--- config.mk ---
export PLATFORM = sky130hd
export DESIGN_NAME = polynomial_term_deque_unit
export DESIGN_NICKNAME = d
export VERILOG_FILES = /design/src/sv/ptd_pkg.sv /design/src/sv/ptd_term_ram.sv /design/src/sv/polynomial_term_deque_unit.sv
export VERILOG_INCLUDE_DIRS = /design/src /design/src/sv
export SDC_FILE = /design/constraint.sdc
export NUM_CORES = 1
export LEC_CHECK = 0
export ABC_AREA = 1
export BUFFER_PORTS_ARGS = -buffer_cell sky130_fd_sc_hd__buf_2
export CAP_MARGIN = 15
export CELL_PAD_IN_SITES_DETAIL_PLACEMENT = 1
export CELL_PAD_IN_SITES_GLOBAL_PLACEMENT = 1
export CORE_MARGIN = 1.5
export CORE_UTILIZATION = 48
export DETAILED_ROUTE_END_ITERATION = 10
export MAX_ROUTING_LAYER = met4
export PLACE_DENSITY = 0.85
export SYNTH_ARGS = -nofsm -noshare
export SYNTH_HDL_FRONTEND = slang
export SYNTH_SLANG_ARGS = --single-unit
--- constraint.sdc ---
create_clock -name clock -period 6 [get_ports clock]
set_input_delay 0 -clock clock [delete_from_list [all_inputs] [get_ports clock]]
set_output_delay 0 -clock clock [all_outputs]
set_load 0.005 [all_outputs]
--- src/sv/polynomial_term_deque_unit_assert.svh ---
// Assertion macros used by the polynomial term deque RTL
`ifndef POLYNOMIAL_TERM_DEQUE_UNIT_ASSERT_SVH
`define POLYNOMIAL_TERM_DEQUE_UNIT_ASSERT_SVH

// expression must hold at every clock edge out of reset
`define PTD_ASSERT_ALWAYS(label, clk, rst, expr, msg) \
   label: assert property (@(posedge clk) disable iff (rst) (expr)) else $error(msg);

// consequent must hold in the same cycle as the antecedent
`define PTD_ASSERT_IMPL(label, clk, rst, ante, cons, msg) \
   label: assert property (@(posedge clk) disable iff (rst) (ante) |-> (cons)) \
      else $error(msg);

// consequent must hold in the cycle after the antecedent
`define PTD_ASSERT_NEXT(label, clk, rst, ante, cons, msg) \
   label: assert property (@(posedge clk) disable iff (rst) (ante) |=> (cons)) \
      else $error(msg);

`endif

--- src/sv/ptd_pkg.sv ---
// Types, codes and widths for the polynomial term deque
package ptd_pkg;

   // field widths
   localparam int KIND_W   = 3;
   localparam int DEG_W    = 16;
   localparam int COEF_W   = 32;
   localparam int STATUS_W = 2;
   localparam int NUM_W    = 5;

   localparam int DEPTH_DEFAULT = 16;

   // request kinds
   localparam logic [KIND_W-1:0] K_PUSH_FRONT = 3'd0;
   localparam logic [KIND_W-1:0] K_PUSH_BACK  = 3'd1;
   localparam logic [KIND_W-1:0] K_POP_FRONT  = 3'd2;
   localparam logic [KIND_W-1:0] K_POP_BACK   = 3'd3;
   localparam logic [KIND_W-1:0] K_REMOVE     = 3'd4;
   localparam logic [KIND_W-1:0] K_FIND       = 3'd5;
   localparam logic [KIND_W-1:0] K_LOOKUP     = 3'd6;
   localparam logic [KIND_W-1:0] K_CLEAR      = 3'd7;

   // response status
   localparam logic [STATUS_W-1:0] ST_OK       = 2'd0;
   localparam logic [STATUS_W-1:0] ST_EMPTY    = 2'd1;
   localparam logic [STATUS_W-1:0] ST_FULL     = 2'd2;
   localparam logic [STATUS_W-1:0] ST_NOTFOUND = 2'd3;

   // one stored term
   typedef struct packed {
      logic signed [DEG_W-1:0]  degree;
      logic signed [COEF_W-1:0] coef;
   } term_type;

endpackage

--- src/sv/ptd_term_ram.sv ---
// Term memory: one write port, one registered read port
module ptd_term_ram #(
   parameter int Depth = ptd_pkg::DEPTH_DEFAULT,
   localparam int IdxW = $clog2(Depth)
) (
   input  logic              clock,
   input  logic              wr_en,
   input  logic [IdxW-1:0]   wr_addr,
   input  ptd_pkg::term_type wr_data,
   input  logic              rd_en,
   input  logic [IdxW-1:0]   rd_addr,
   output ptd_pkg::term_type rd_data
);

   ptd_pkg::term_type mem [Depth];
   ptd_pkg::term_type rd_data_ff;

   // write port
   always_ff @(posedge clock) begin
      if (wr_en) begin
         mem[wr_addr] <= wr_data;
      end
   end

   // registered read port
   always_ff @(posedge clock) begin
      if (rd_en) begin
         rd_data_ff <= mem[rd_addr];
      end
   end

   assign rd_data = rd_data_ff;

endmodule

--- src/sv/polynomial_term_deque_unit.sv ---
// Polynomial term deque: sequencer, ring pointers and shared match compare
//
//   channel   | ports                                      | handshake
//   ----------+--------------------------------------------+----------------------------
//   request   | req_kind, req_in_degree, req_in_coef       | start & !busy
//   response  | rsp_status, rsp_out_degree, rsp_out_coef,  | rsp_strobe, one cycle
//             | rsp_out_number                             |
//
// Push, clear and a pop of an empty queue answer from the execute state; other pops
// read the term memory first and answer from the pop state. Remove, find and lookup
// walk the live entries through the one read port of the term memory and the match
// compare, one entry a cycle. busy stays high from the request until the strobe cycle;
// a new request may be taken in the strobe cycle. Synchronous reset empties the queue;
// the term memory itself is not cleared. The receiver cannot stall the response.
`include "polynomial_term_deque_unit_assert.svh"

module polynomial_term_deque_unit #(
   parameter int DEPTH = ptd_pkg::DEPTH_DEFAULT
) (
   input  logic                                clock,
   input  logic                                reset,
   input  logic                                start,
   output logic                                busy,
   input  logic [ptd_pkg::KIND_W-1:0]          req_kind,
   input  logic signed [ptd_pkg::DEG_W-1:0]    req_in_degree,
   input  logic signed [ptd_pkg::COEF_W-1:0]   req_in_coef,
   output logic                                rsp_strobe,
   output logic [ptd_pkg::STATUS_W-1:0]        rsp_status,
   output logic signed [ptd_pkg::DEG_W-1:0]    rsp_out_degree,
   output logic signed [ptd_pkg::COEF_W-1:0]   rsp_out_coef,
   output logic [ptd_pkg::NUM_W-1:0]           rsp_out_number
);

   localparam int IDX_W = $clog2(DEPTH);
   localparam int CNT_W = $clog2(DEPTH + 1);
   localparam logic [CNT_W-1:0] DEPTH_C = CNT_W'(DEPTH);
   localparam logic [CNT_W:0]   DEPTH_X = (CNT_W + 1)'(DEPTH);
   localparam logic [IDX_W-1:0] LAST_IDX = IDX_W'(DEPTH - 1);

   // sequencer states
   localparam logic [1:0] S_IDLE = 2'd0;
   localparam logic [1:0] S_EXEC = 2'd1;
   localparam logic [1:0] S_POP  = 2'd2;
   localparam logic [1:0] S_SCAN = 2'd3;

   // ring position of an offset from the front: one compare and subtract
   function automatic logic [IDX_W-1:0] ring_pos(input logic [IDX_W-1:0] base,
                                                 input logic [CNT_W-1:0] off);
      logic [CNT_W:0] sum;
      sum = (CNT_W + 1)'(base) + (CNT_W + 1)'(off);
      if (sum >= DEPTH_X) begin
         sum = sum - DEPTH_X;
      end
      return sum[IDX_W-1:0];
   endfunction

   // count or position onto the 5-bit number field
   function automatic logic [ptd_pkg::NUM_W-1:0] to_num(input logic [CNT_W-1:0] v);
      logic [CNT_W+ptd_pkg::NUM_W-1:0] wide;
      wide = (CNT_W + ptd_pkg::NUM_W)'(v);
      return wide[ptd_pkg::NUM_W-1:0];
   endfunction

   logic [1:0] state_ff, state_in;
   logic [ptd_pkg::KIND_W-1:0] kind_ff, kind_in;
   logic signed [ptd_pkg::DEG_W-1:0]  deg_ff, deg_in;
   logic signed [ptd_pkg::COEF_W-1:0] coef_ff, coef_in;
   logic [IDX_W-1:0] front_ff, front_in;
   logic [CNT_W-1:0] count_ff, count_in;
   logic [CNT_W-1:0] scan_ff, scan_in;    // next offset to read
   logic             pend_ff, pend_in;    // read data of offset scan_ff-1 is valid
   logic [CNT_W-1:0] keep_ff, keep_in;    // entries kept by remove
   logic [CNT_W-1:0] hit_ff, hit_in;      // entries dropped by remove

   logic rsp_strobe_ff, rsp_strobe_in;
   logic [ptd_pkg::STATUS_W-1:0]      rsp_status_ff, rsp_status_in;
   logic signed [ptd_pkg::DEG_W-1:0]  rsp_degree_ff, rsp_degree_in;
   logic signed [ptd_pkg::COEF_W-1:0] rsp_coef_ff, rsp_coef_in;
   logic [ptd_pkg::NUM_W-1:0]         rsp_number_ff, rsp_number_in;

   logic              ram_wr_en;
   logic [IDX_W-1:0]  ram_wr_addr;
   ptd_pkg::term_type ram_wr_data;
   logic              ram_rd_en;
   logic [IDX_W-1:0]  ram_rd_addr;
   ptd_pkg::term_type ram_rd_data;

   logic issue_go;
   logic term_match;

   ptd_term_ram #(
      .Depth(DEPTH)
   ) u_term_ram (
      .clock   (clock),
      .wr_en   (ram_wr_en),
      .wr_addr (ram_wr_addr),
      .wr_data (ram_wr_data),
      .rd_en   (ram_rd_en),
      .rd_addr (ram_rd_addr),
      .rd_data (ram_rd_data)
   );

   // shared compare: degree always, coefficient unless looking up
   assign term_match = (ram_rd_data.degree == deg_ff) &&
                       ((kind_ff == ptd_pkg::K_LOOKUP) || (ram_rd_data.coef == coef_ff));
   assign issue_go   = (scan_ff < count_ff);

   // sequencer
   always_comb begin
      state_in      = state_ff;
      kind_in       = kind_ff;
      deg_in        = deg_ff;
      coef_in       = coef_ff;
      front_in      = front_ff;
      count_in      = count_ff;
      scan_in       = scan_ff;
      pend_in       = 1'b0;
      keep_in       = keep_ff;
      hit_in        = hit_ff;
      rsp_strobe_in = 1'b0;
      rsp_status_in = ptd_pkg::ST_OK;
      rsp_degree_in = '0;
      rsp_coef_in   = '0;
      rsp_number_in = '0;
      ram_wr_en     = 1'b0;
      ram_wr_addr   = '0;
      ram_wr_data   = '0;
      ram_rd_en     = 1'b0;
      ram_rd_addr   = '0;

      unique case (state_ff)
         S_IDLE: begin
            if (start) begin
               kind_in  = req_kind;
               deg_in   = req_in_degree;
               coef_in  = req_in_coef;
               state_in = S_EXEC;
            end
         end

         S_EXEC: begin
            unique case (kind_ff)
               ptd_pkg::K_PUSH_FRONT, ptd_pkg::K_PUSH_BACK: begin
                  state_in      = S_IDLE;
                  rsp_strobe_in = 1'b1;
                  if (count_ff == DEPTH_C) begin
                     rsp_status_in = ptd_pkg::ST_FULL;
                  end else begin
                     ram_wr_en          = 1'b1;
                     ram_wr_data.degree = deg_ff;
                     ram_wr_data.coef   = coef_ff;
                     count_in           = count_ff + CNT_W'(1);
                     if (kind_ff == ptd_pkg::K_PUSH_FRONT) begin
                        front_in    = (front_ff == '0) ? LAST_IDX : front_ff - IDX_W'(1);
                        ram_wr_addr = front_in;
                     end else begin
                        ram_wr_addr = ring_pos(front_ff, count_ff);
                     end
                  end
               end
               ptd_pkg::K_POP_FRONT, ptd_pkg::K_POP_BACK: begin
                  if (count_ff == '0) begin
                     state_in      = S_IDLE;
                     rsp_strobe_in = 1'b1;
                     rsp_status_in = ptd_pkg::ST_EMPTY;
                  end else begin
                     ram_rd_en = 1'b1;
                     if (kind_ff == ptd_pkg::K_POP_FRONT) begin
                        ram_rd_addr = front_ff;
                     end else begin
                        ram_rd_addr = ring_pos(front_ff, count_ff - CNT_W'(1));
                     end
                     state_in = S_POP;
                  end
               end
               ptd_pkg::K_REMOVE, ptd_pkg::K_FIND, ptd_pkg::K_LOOKUP: begin
                  scan_in  = '0;
                  keep_in  = '0;
                  hit_in   = '0;
                  state_in = S_SCAN;
               end
               default: begin
                  // clear
                  front_in      = '0;
                  count_in      = '0;
                  state_in      = S_IDLE;
                  rsp_strobe_in = 1'b1;
               end
            endcase
         end

         S_POP: begin
            rsp_strobe_in = 1'b1;
            rsp_degree_in = ram_rd_data.degree;
            rsp_coef_in   = ram_rd_data.coef;
            count_in      = count_ff - CNT_W'(1);
            if (kind_ff == ptd_pkg::K_POP_FRONT) begin
               front_in = ring_pos(front_ff, CNT_W'(1));
            end
            state_in = S_IDLE;
         end

         default: begin
            // S_SCAN: read one entry a cycle, compare the one read before
            if (issue_go) begin
               ram_rd_en   = 1'b1;
               ram_rd_addr = ring_pos(front_ff, scan_ff);
               scan_in     = scan_ff + CNT_W'(1);
               pend_in     = 1'b1;
            end
            priority if (pend_ff) begin
               if (kind_ff == ptd_pkg::K_REMOVE) begin
                  if (term_match) begin
                     hit_in = hit_ff + CNT_W'(1);
                  end else begin
                     ram_wr_en   = 1'b1;
                     ram_wr_addr = ring_pos(front_ff, keep_ff);
                     ram_wr_data = ram_rd_data;
                     keep_in     = keep_ff + CNT_W'(1);
                  end
               end else if (term_match) begin
                  // first hit ends find and lookup
                  pend_in       = 1'b0;
                  state_in      = S_IDLE;
                  rsp_strobe_in = 1'b1;
                  if (kind_ff == ptd_pkg::K_FIND) begin
                     rsp_number_in = to_num(scan_ff - CNT_W'(1));
                  end else begin
                     rsp_coef_in = ram_rd_data.coef;
                  end
               end
            end else if (!issue_go) begin
               // walk finished
               state_in      = S_IDLE;
               rsp_strobe_in = 1'b1;
               if (kind_ff == ptd_pkg::K_REMOVE) begin
                  count_in      = keep_ff;
                  rsp_number_in = to_num(hit_ff);
               end else begin
                  rsp_status_in = ptd_pkg::ST_NOTFOUND;
               end
            end
         end
      endcase
   end

   // control registers
   always_ff @(posedge clock) begin
      if (reset) begin
         state_ff      <= S_IDLE;
         front_ff      <= '0;
         count_ff      <= '0;
         pend_ff       <= 1'b0;
         rsp_strobe_ff <= 1'b0;
      end else begin
         state_ff      <= state_in;
         front_ff      <= front_in;
         count_ff      <= count_in;
         pend_ff       <= pend_in;
         rsp_strobe_ff <= rsp_strobe_in;
      end
   end

   // request, walk and response payload
   always_ff @(posedge clock) begin
      kind_ff       <= kind_in;
      deg_ff        <= deg_in;
      coef_ff       <= coef_in;
      scan_ff       <= scan_in;
      keep_ff       <= keep_in;
      hit_ff        <= hit_in;
      rsp_status_ff <= rsp_status_in;
      rsp_degree_ff <= rsp_degree_in;
      rsp_coef_ff   <= rsp_coef_in;
      rsp_number_ff <= rsp_number_in;
   end

   assign busy           = (state_ff != S_IDLE);
   assign rsp_strobe     = rsp_strobe_ff;
   assign rsp_status     = rsp_status_ff;
   assign rsp_out_degree = rsp_degree_ff;
   assign rsp_out_coef   = rsp_coef_ff;
   assign rsp_out_number = rsp_number_ff;

   // checks
   `PTD_ASSERT_ALWAYS(a_count_bound, clock, reset, count_ff <= DEPTH_C, "entry count above depth")
   `PTD_ASSERT_NEXT(a_accept_busy, clock, reset, start && !busy, busy, "request not taken")
   `PTD_ASSERT_IMPL(a_strobe_idle, clock, reset, rsp_strobe, !busy, "response while busy")
   `PTD_ASSERT_NEXT(a_single_rsp, clock, reset, rsp_strobe, !rsp_strobe, "response repeated")
   `PTD_ASSERT_IMPL(a_clear_empty, clock, reset, rsp_strobe && kind_ff == ptd_pkg::K_CLEAR, count_ff == '0 && front_ff == '0, "clear left entries")

endmodule
==> results_dict.tcl, run 1 <==
set metrics [dict create \
    outcome "completed" \
    clock_sinks 950 \
    die_h_microns 294 \
    fin_crit_ns 4.52 \
    synth_simple_gate_area_share_pct 18.4 \
    worstSetupStartpointType "flop" \
    yosysSeqAreaShare_pct 68.3 \
    synth.area.mux_share_pct 0 \
    ys_ff_latch 950 \
    dieArea_sq_um 86700 \
    ir_drop_v 0.000260 \
    drive_above_1_share_pct 9.85 \
    rrSetupSlack_ns 1.48 \
    p_total_mw 18.2 \
    syn_avg_cell_area_sq_um 10.8 \
    num_rows 106 \
    dr.pass1.iters 6 \
    crit_family "buffers and inverters" \
    core_area_sq_um 83800 \
    cts_buffer_depth 3 \
    p_per_area_nw_per_um2 389 \
    track_usage_pct 31.6 \
    synth_top_family_by_area "simple AND/OR/NAND/NOR gates" \
    route.detailed.drc 0 \
    fmax_ghz 0.221 \
    cts.clk_slew.worst_paths_ns 0.07 \
    area_growth_pct 14.5 \
    synth_cells 3774 \
    use_met1_pct 37.2 \
    p_seq_share_pct 44.4 \
    clock_latency_ns 0.68 \
    power.switching_mw 5.70 \
    maxSlewHeadroom_pct 17.0 \
    crit_chain "inv_1 -> ha_1 -> buf_4 -> inv_2 -> nor2_1 -> clkinv_1 -> nor3_4 -> buf_4 -> o211ai_1 -> nand2_1 -> nand2_1 -> nor2_4 -> buf_4" \
    period_share_pct 75.3 \
    fin_util_pct 55.7 \
    cp_max_fo 33 \
    arrival_ns 4.81 \
    p_int_mw 12.5 \
    port_buffers 110 \
    criticalPathCategory "reg -> reg" \
    hp-class "in -> reg" \
    worstMarginPinSlew_ns 1.24 \
    p_comb_share_pct 20.7 \
    met2_usage_pct 53.0 \
    met3_usage_pct 4.77 \
    end_kind "flop" \
    initial_core_util_pct 48.6 \
    layout_common_cells "nand2_1, edfxtp_1, inv_1, nand3_1, buf_2" \
    cts_setup_buffers 0 \
    drv_cap 0 \
    required_ns 6.29 \
    crit_top_cell "buf_4" \
    grt_max_degree 200 \
    rsz0062_at_grt "false" \
    synth_fa_ha_area_share_pct 1.09 \
    top_usage_layer "met2" \
    maxSlewViolCount 0 \
    cts_tree "built" \
    synth_top_cell_area_share_pct 65.0 \
    die_x_microns 294 \
    htree_num_levels 3 \
    dp_slack_ns 1.60 \
    holdBufCountCts 52 \
    vias_per_cell 5.79 \
    final_common_cell "nand2_1" \
    grt_first_pass_wirelength_microns 197000 \
    syn_area_sq_um 40800 \
    switching_share_pct 31.4 \
    synth_warnings 0 \
    crit_buf_inv 6 \
    cts_root_buffer "clkbuf_16" \
    synth.distinct_cells 38 \
    cpMaxStageDelayCell "nor2_4" \
    clkPwrFrac_pct 34.9 \
    io_pins 111 \
    worst_slack_ns 1.48 \
    clock_skew_ns 0.0470 \
    fillers 8885 \
    synth_nets 3861 \
    wire_per_inst_microns 25.8 \
    slowest_delay_ns 0.67 \
    detail-route-antenna-nets 0 \
    grt_antenna_before_repair 2 \
    drtIter0Drc 3035 \
    first_global_vias 32100 \
    hold_viol 0 \
    dp_hpwl_microns 69100 \
    leakagePower_nw 18.9 \
    yosys-top-cells-area "edfxtp_1, nand2_1, nand3_1" \
    synth_xor_area_share_pct 1.01 \
    place.gp.congestion 0.873 \
    numCtsBuffers 100 \
    finalWirelength_microns 133000 \
    setup_tns_ns 0 \
    grt_overflow 0 \
    dr_total_vias 29900 \
    synth_compound_area_share_pct 3.65 \
    cts.repair.resized 0 \
    final-setup-viol-count 0 \
    synth_top_area_cell "edfxtp_1" \
    finalNetCount 4021 \
]
==> registers in the layout, indices dropped and copies added, names as in the netlist, 3 cells and up <==
register	flops
u_term_ram.mem	768
u_term_ram.rd_data	48
coef_ff	32
rsp_out_coef	32
deg_ff	16
rsp_out_degree	16
count_ff	5
hit_ff	5
keep_ff	5
rsp_out_number	5
scan_ff	5
front_ff	4
kind_ff	3
==> Yosys cell counts (all sizes together) <==
library cell / n
edfxtp: 882
inv: 576
fa: 4
xnor2: 30
o21bai: 1
a31oi: 2
a21o: 1
dfxtp: 68
clkinv: 3
nor2: 103
o22ai: 24
o21ai: 55
o211ai: 99
xor2: 17
ha: 29
nand3: 520
a22oi: 2
nand3b: 48
nor3: 15
nand2: 1060
or2: 1
a21boi: 1
a21oi: 36
buf: 145
clkbuf: 40
a211oi: 4
nand4: 8
==> stage by stage <==
step                      hold slack, ns  cells  area, sq um
after floorplan                   0.0691   3774        40800
final                             0.0300   5154        46700
after global placement             0.178   4904        42800
after global routing              0.0262   5154        46700
after CTS                        0.00707   5143        46600
after detailed placement           0.179   4904        42800
==> final timing paths <==
kind	from	endpoint	depth (start not counted)
worst max-delay path	state_ff[1]	u_term_ram.mem[15][11]	13
worst min-delay path	req_in_degree[12]	deg_ff[12]	2
worst max register to register	state_ff[1]	u_term_ram.mem[15][11]	13
worst min register to register	u_term_ram.rd_data[38]	rsp_out_degree[6]	2
==> worst register-to-register path, cell delays in order, from the launching register on <==
cell      delay [ns]
dfxtp_1         0.34
inv_1           0.13
ha_1            0.16
buf_4           0.21
inv_2           0.14
nor2_1          0.13
clkinv_1        0.26
nor3_4          0.22
buf_4           0.59
o211ai_1        0.21
nand2_1         0.17
nand2_1         0.27
nor2_4          0.67
buf_4           0.65
==> cell families after synthesis <==
logic type      Yosys count
xor+xnor                 47
flops                   950
fa+ha+maj                33
buf+inv                 764
compound gates          225
simple gates           1755
==> cell type report <==
cell class	instances	area [sq um]	share of cell area, %
Antenna cell	1	2.50	0.00536
Clock buffer	116	2590	5.55
Clock inverter	71	723	1.55
Inverter	579	2190	4.70
Multi-Input combinational cell	2060	10000	21.5
Sequential cell	950	27800	59.6
Tap cell	1134	1420	3.04
Timing Repair Buffer	243	1880	4.02
==> routing by layer <==
metal	vias to the layer above	wire [microns]	part of all wire, %
li1	12900	-	-
met1	15000	50200	38
met2	1540	66500	50
met3	415	10100	7.6
met4	0	6340	4.8
met5	-	0	0
==> power by group through the flow <==
stage	Sequential [mW]	Clock [mW]	Combinational [mW]
6_report	8.07	6.35	3.76
5_1_grt	8.10	6.61	4.06
4_1_cts	8.06	6.39	3.69
3_5_place_dp	8.19	0	3.57
3_3_place_gp	8.16	0	3.38
2_1_floorplan	8.11	0	2.33
(Power assumes the default switching activity.)
==> run 2: changes to the inputs <==
--- a/config.mk
+++ b/config.mk
@@ -12,10 +12,10 @@
 export CELL_PAD_IN_SITES_DETAIL_PLACEMENT = 1
 export CELL_PAD_IN_SITES_GLOBAL_PLACEMENT = 1
 export CORE_MARGIN = 1.5
-export CORE_UTILIZATION = 48
+export CORE_UTILIZATION = 45
 export DETAILED_ROUTE_END_ITERATION = 10
 export MAX_ROUTING_LAYER = met4
-export PLACE_DENSITY = 0.85
+export PLACE_DENSITY = 0.84
 export SYNTH_ARGS = -nofsm -noshare
 export SYNTH_HDL_FRONTEND = slang
 export SYNTH_SLANG_ARGS = --single-unit
==> constraint.sdc (replaced) <==
create_clock -name clock -period 3.9 [get_ports clock]
set_input_delay 0 -clock clock [delete_from_list [all_inputs] [get_ports clock]]
set_output_delay 0 -clock clock [all_outputs]
set_load 0.005 [all_outputs]
==> run 2 against run 1 <==
  * Cell count up 2.0%
  * Via count grew 0.52%
  * Largest power group unchanged
  * Final area grew 1.8%
  * Non-clock buffer count increased by 57
  * Critical path depth shrank 2
  * Wire length down 0.67%
==> results_dict.tcl, run 2 (synthesis results as in run 1) <==
set metrics [dict create \
    outcome "completed" \
    numCtsBuffers 101 \
    wire_per_inst_microns 25.1 \
    cts.clk_slew.worst_paths_ns 0.06 \
    crit_path_end "u_term_ram.mem[8][11]" \
    drive_above_1_share_pct 10.8 \
    cts_buffer_depth 3 \
    largest_register_ffs 768 \
    maxSlewHeadroom_pct 20.1 \
    maxSlewViolCount 0 \
    criticalPathCategory "reg -> reg" \
    grt_overflow 0 \
    clock_skew_ns 0.0384 \
    clock_sinks 950 \
    dieArea_sq_um 92400 \
    drv_cap 0 \
    detail-route-antenna-nets 0 \
    cts_root_buffer "clkbuf_16" \
    p_total_mw 28.1 \
    htree_num_levels 3 \
    initial_core_util_pct 45.4 \
    setup.worst_path.start "u_term_ram.rd_data[47]" \
    io_pins 111 \
    r2r_start "u_term_ram.rd_data[47]" \
    ir_drop_v 0.000311 \
    clock_latency_ns 0.70 \
    end_kind "flop" \
    rrSetupSlack_ns 0.11 \
    core_area_sq_um 89900 \
    top_register "u_term_ram.mem" \
    leakagePower_nw 19.3 \
    grt_max_degree 107 \
    p_per_area_nw_per_um2 591 \
    worst_slack_ns 0.106 \
    rsz0062_at_grt "false" \
    die_x_microns 304 \
    area_growth_pct 16.7 \
    required_ns 4.25 \
    finalNetCount 4079 \
    layout_common_cells "nand2_1, edfxtp_1, inv_1, nand3_1, buf_2" \
    worstSetupStartpointType "flop" \
    vias_per_cell 5.71 \
    dr_total_vias 30000 \
    worst-r2r-cell-count 11 \
    worstMarginPinSlew_ns 1.20 \
    drtIter0Drc 3184 \
    dr.pass1.iters 5 \
    hp-start "req_in_degree[15]" \
    grt_first_pass_wirelength_microns 198000 \
    num_rows 110 \
    fillers 9447 \
    dp_slack_ns 0.218 \
    dp_hpwl_microns 77100 \
    port_buffers 110 \
    final_common_cell "nand2_1" \
    hold_viol 0 \
    track_usage_pct 29.3 \
    cts_tree "built" \
    first_global_vias 32300 \
    cp_max_fo 30 \
    fmax_ghz 0.264 \
    arrival_ns 4.15 \
    place.gp.congestion 0.887 \
    die_h_microns 304 \
    reg2reg_to "u_term_ram.mem[8][11]" \
    grt_antenna_before_repair 2 \
    route.detailed.drc 0 \
    period_share_pct 97.3 \
    hp-class "in -> reg" \
    fin_crit_ns 3.79 \
    final-setup-viol-count 0 \
    finalWirelength_microns 132000 \
]
run 2: repair_timing:
item | 4_1_cts | 5_1_grt
endpoints found under the hold margin | 76 | 0
gates resized for setup | 0 | 0
hold buffers | 55 | 0
setup endpoints to repair | 0 | 3
setup buffers | 0 | 4
run 2: stage by stage:
stage / setup TNS [ns] / hold slack, ns / util [%] / area (sq um) / instances
5_1_grt: 0 / 0.0246 / 52.9 / 47600 / 5258
4_1_cts: 0 / 0.00439 / 52.8 / 47400 / 5245
3_3_place_gp: 0 / 0.178 / 48.5 / 43600 / 5000
6_report: 0 / 0.0175 / 52.9 / 47600 / 5258
2_1_floorplan: -186.14 / 0.0691 / - / 40800 / 3774
3_5_place_dp: 0 / 0.178 / 48.5 / 43600 / 5000
run 2: worst min-delay path by stage:
| stage | endpoint | cells past startpoint |
|---|---|---|
| detailed placement | deg_ff[10] | 1 |
| CTS | deg_ff[6] | 2 |
| global route | coef_ff[5] | 2 |
| finish | deg_ff[15] | 2 |
| global placement | deg_ff[4] | 1 |
| floorplan | state_ff[1] | 1 |
run 2: cell type report:
type	instances	area (sq um)	share of cell area (%)
clock buffers	123	2690	5.66
repair buffers	300	2750	5.79
clock inverters	67	573	1.20
diodes	3	7.51	0.0158
inverters	579	2190	4.60
multi-input cells	2060	10000	21.1
well taps	1176	1470	3.09
flip-flops and latches	950	27800	58.6
run 2: routing by layer:
metal | wire length [microns] | share of wire [%] | GRT usage (%)
met1 | 51200 | 39 | 36.0
met2 | 65300 | 49 | 48.2
met3 | 10200 | 7.7 | 4.47
met4 | 5490 | 4.2 | 12.4
met5 | 0 | 0 | -
run 2: report_power, final:
part	switching (mW)	internal [mW]	total, mW
registers	0.389	12.0	12.4
logic	4.30	1.79	6.09
clock network	4.14	5.45	9.59
total	8.83	19.3	28.1
run 2: critical path, cell delays in order, from the launching register on:
cell	delay [ns]
edfxtp_1	0.47
xor2_1	0.18
nor3_1	0.53
nand2_1	0.13
nor2_1	0.43
nand2_1	0.39
nand3_1	0.17
nand2_1	0.14
inv_1	0.14
nand2_1	0.25
nor2_4	0.28
buf_12	0.30
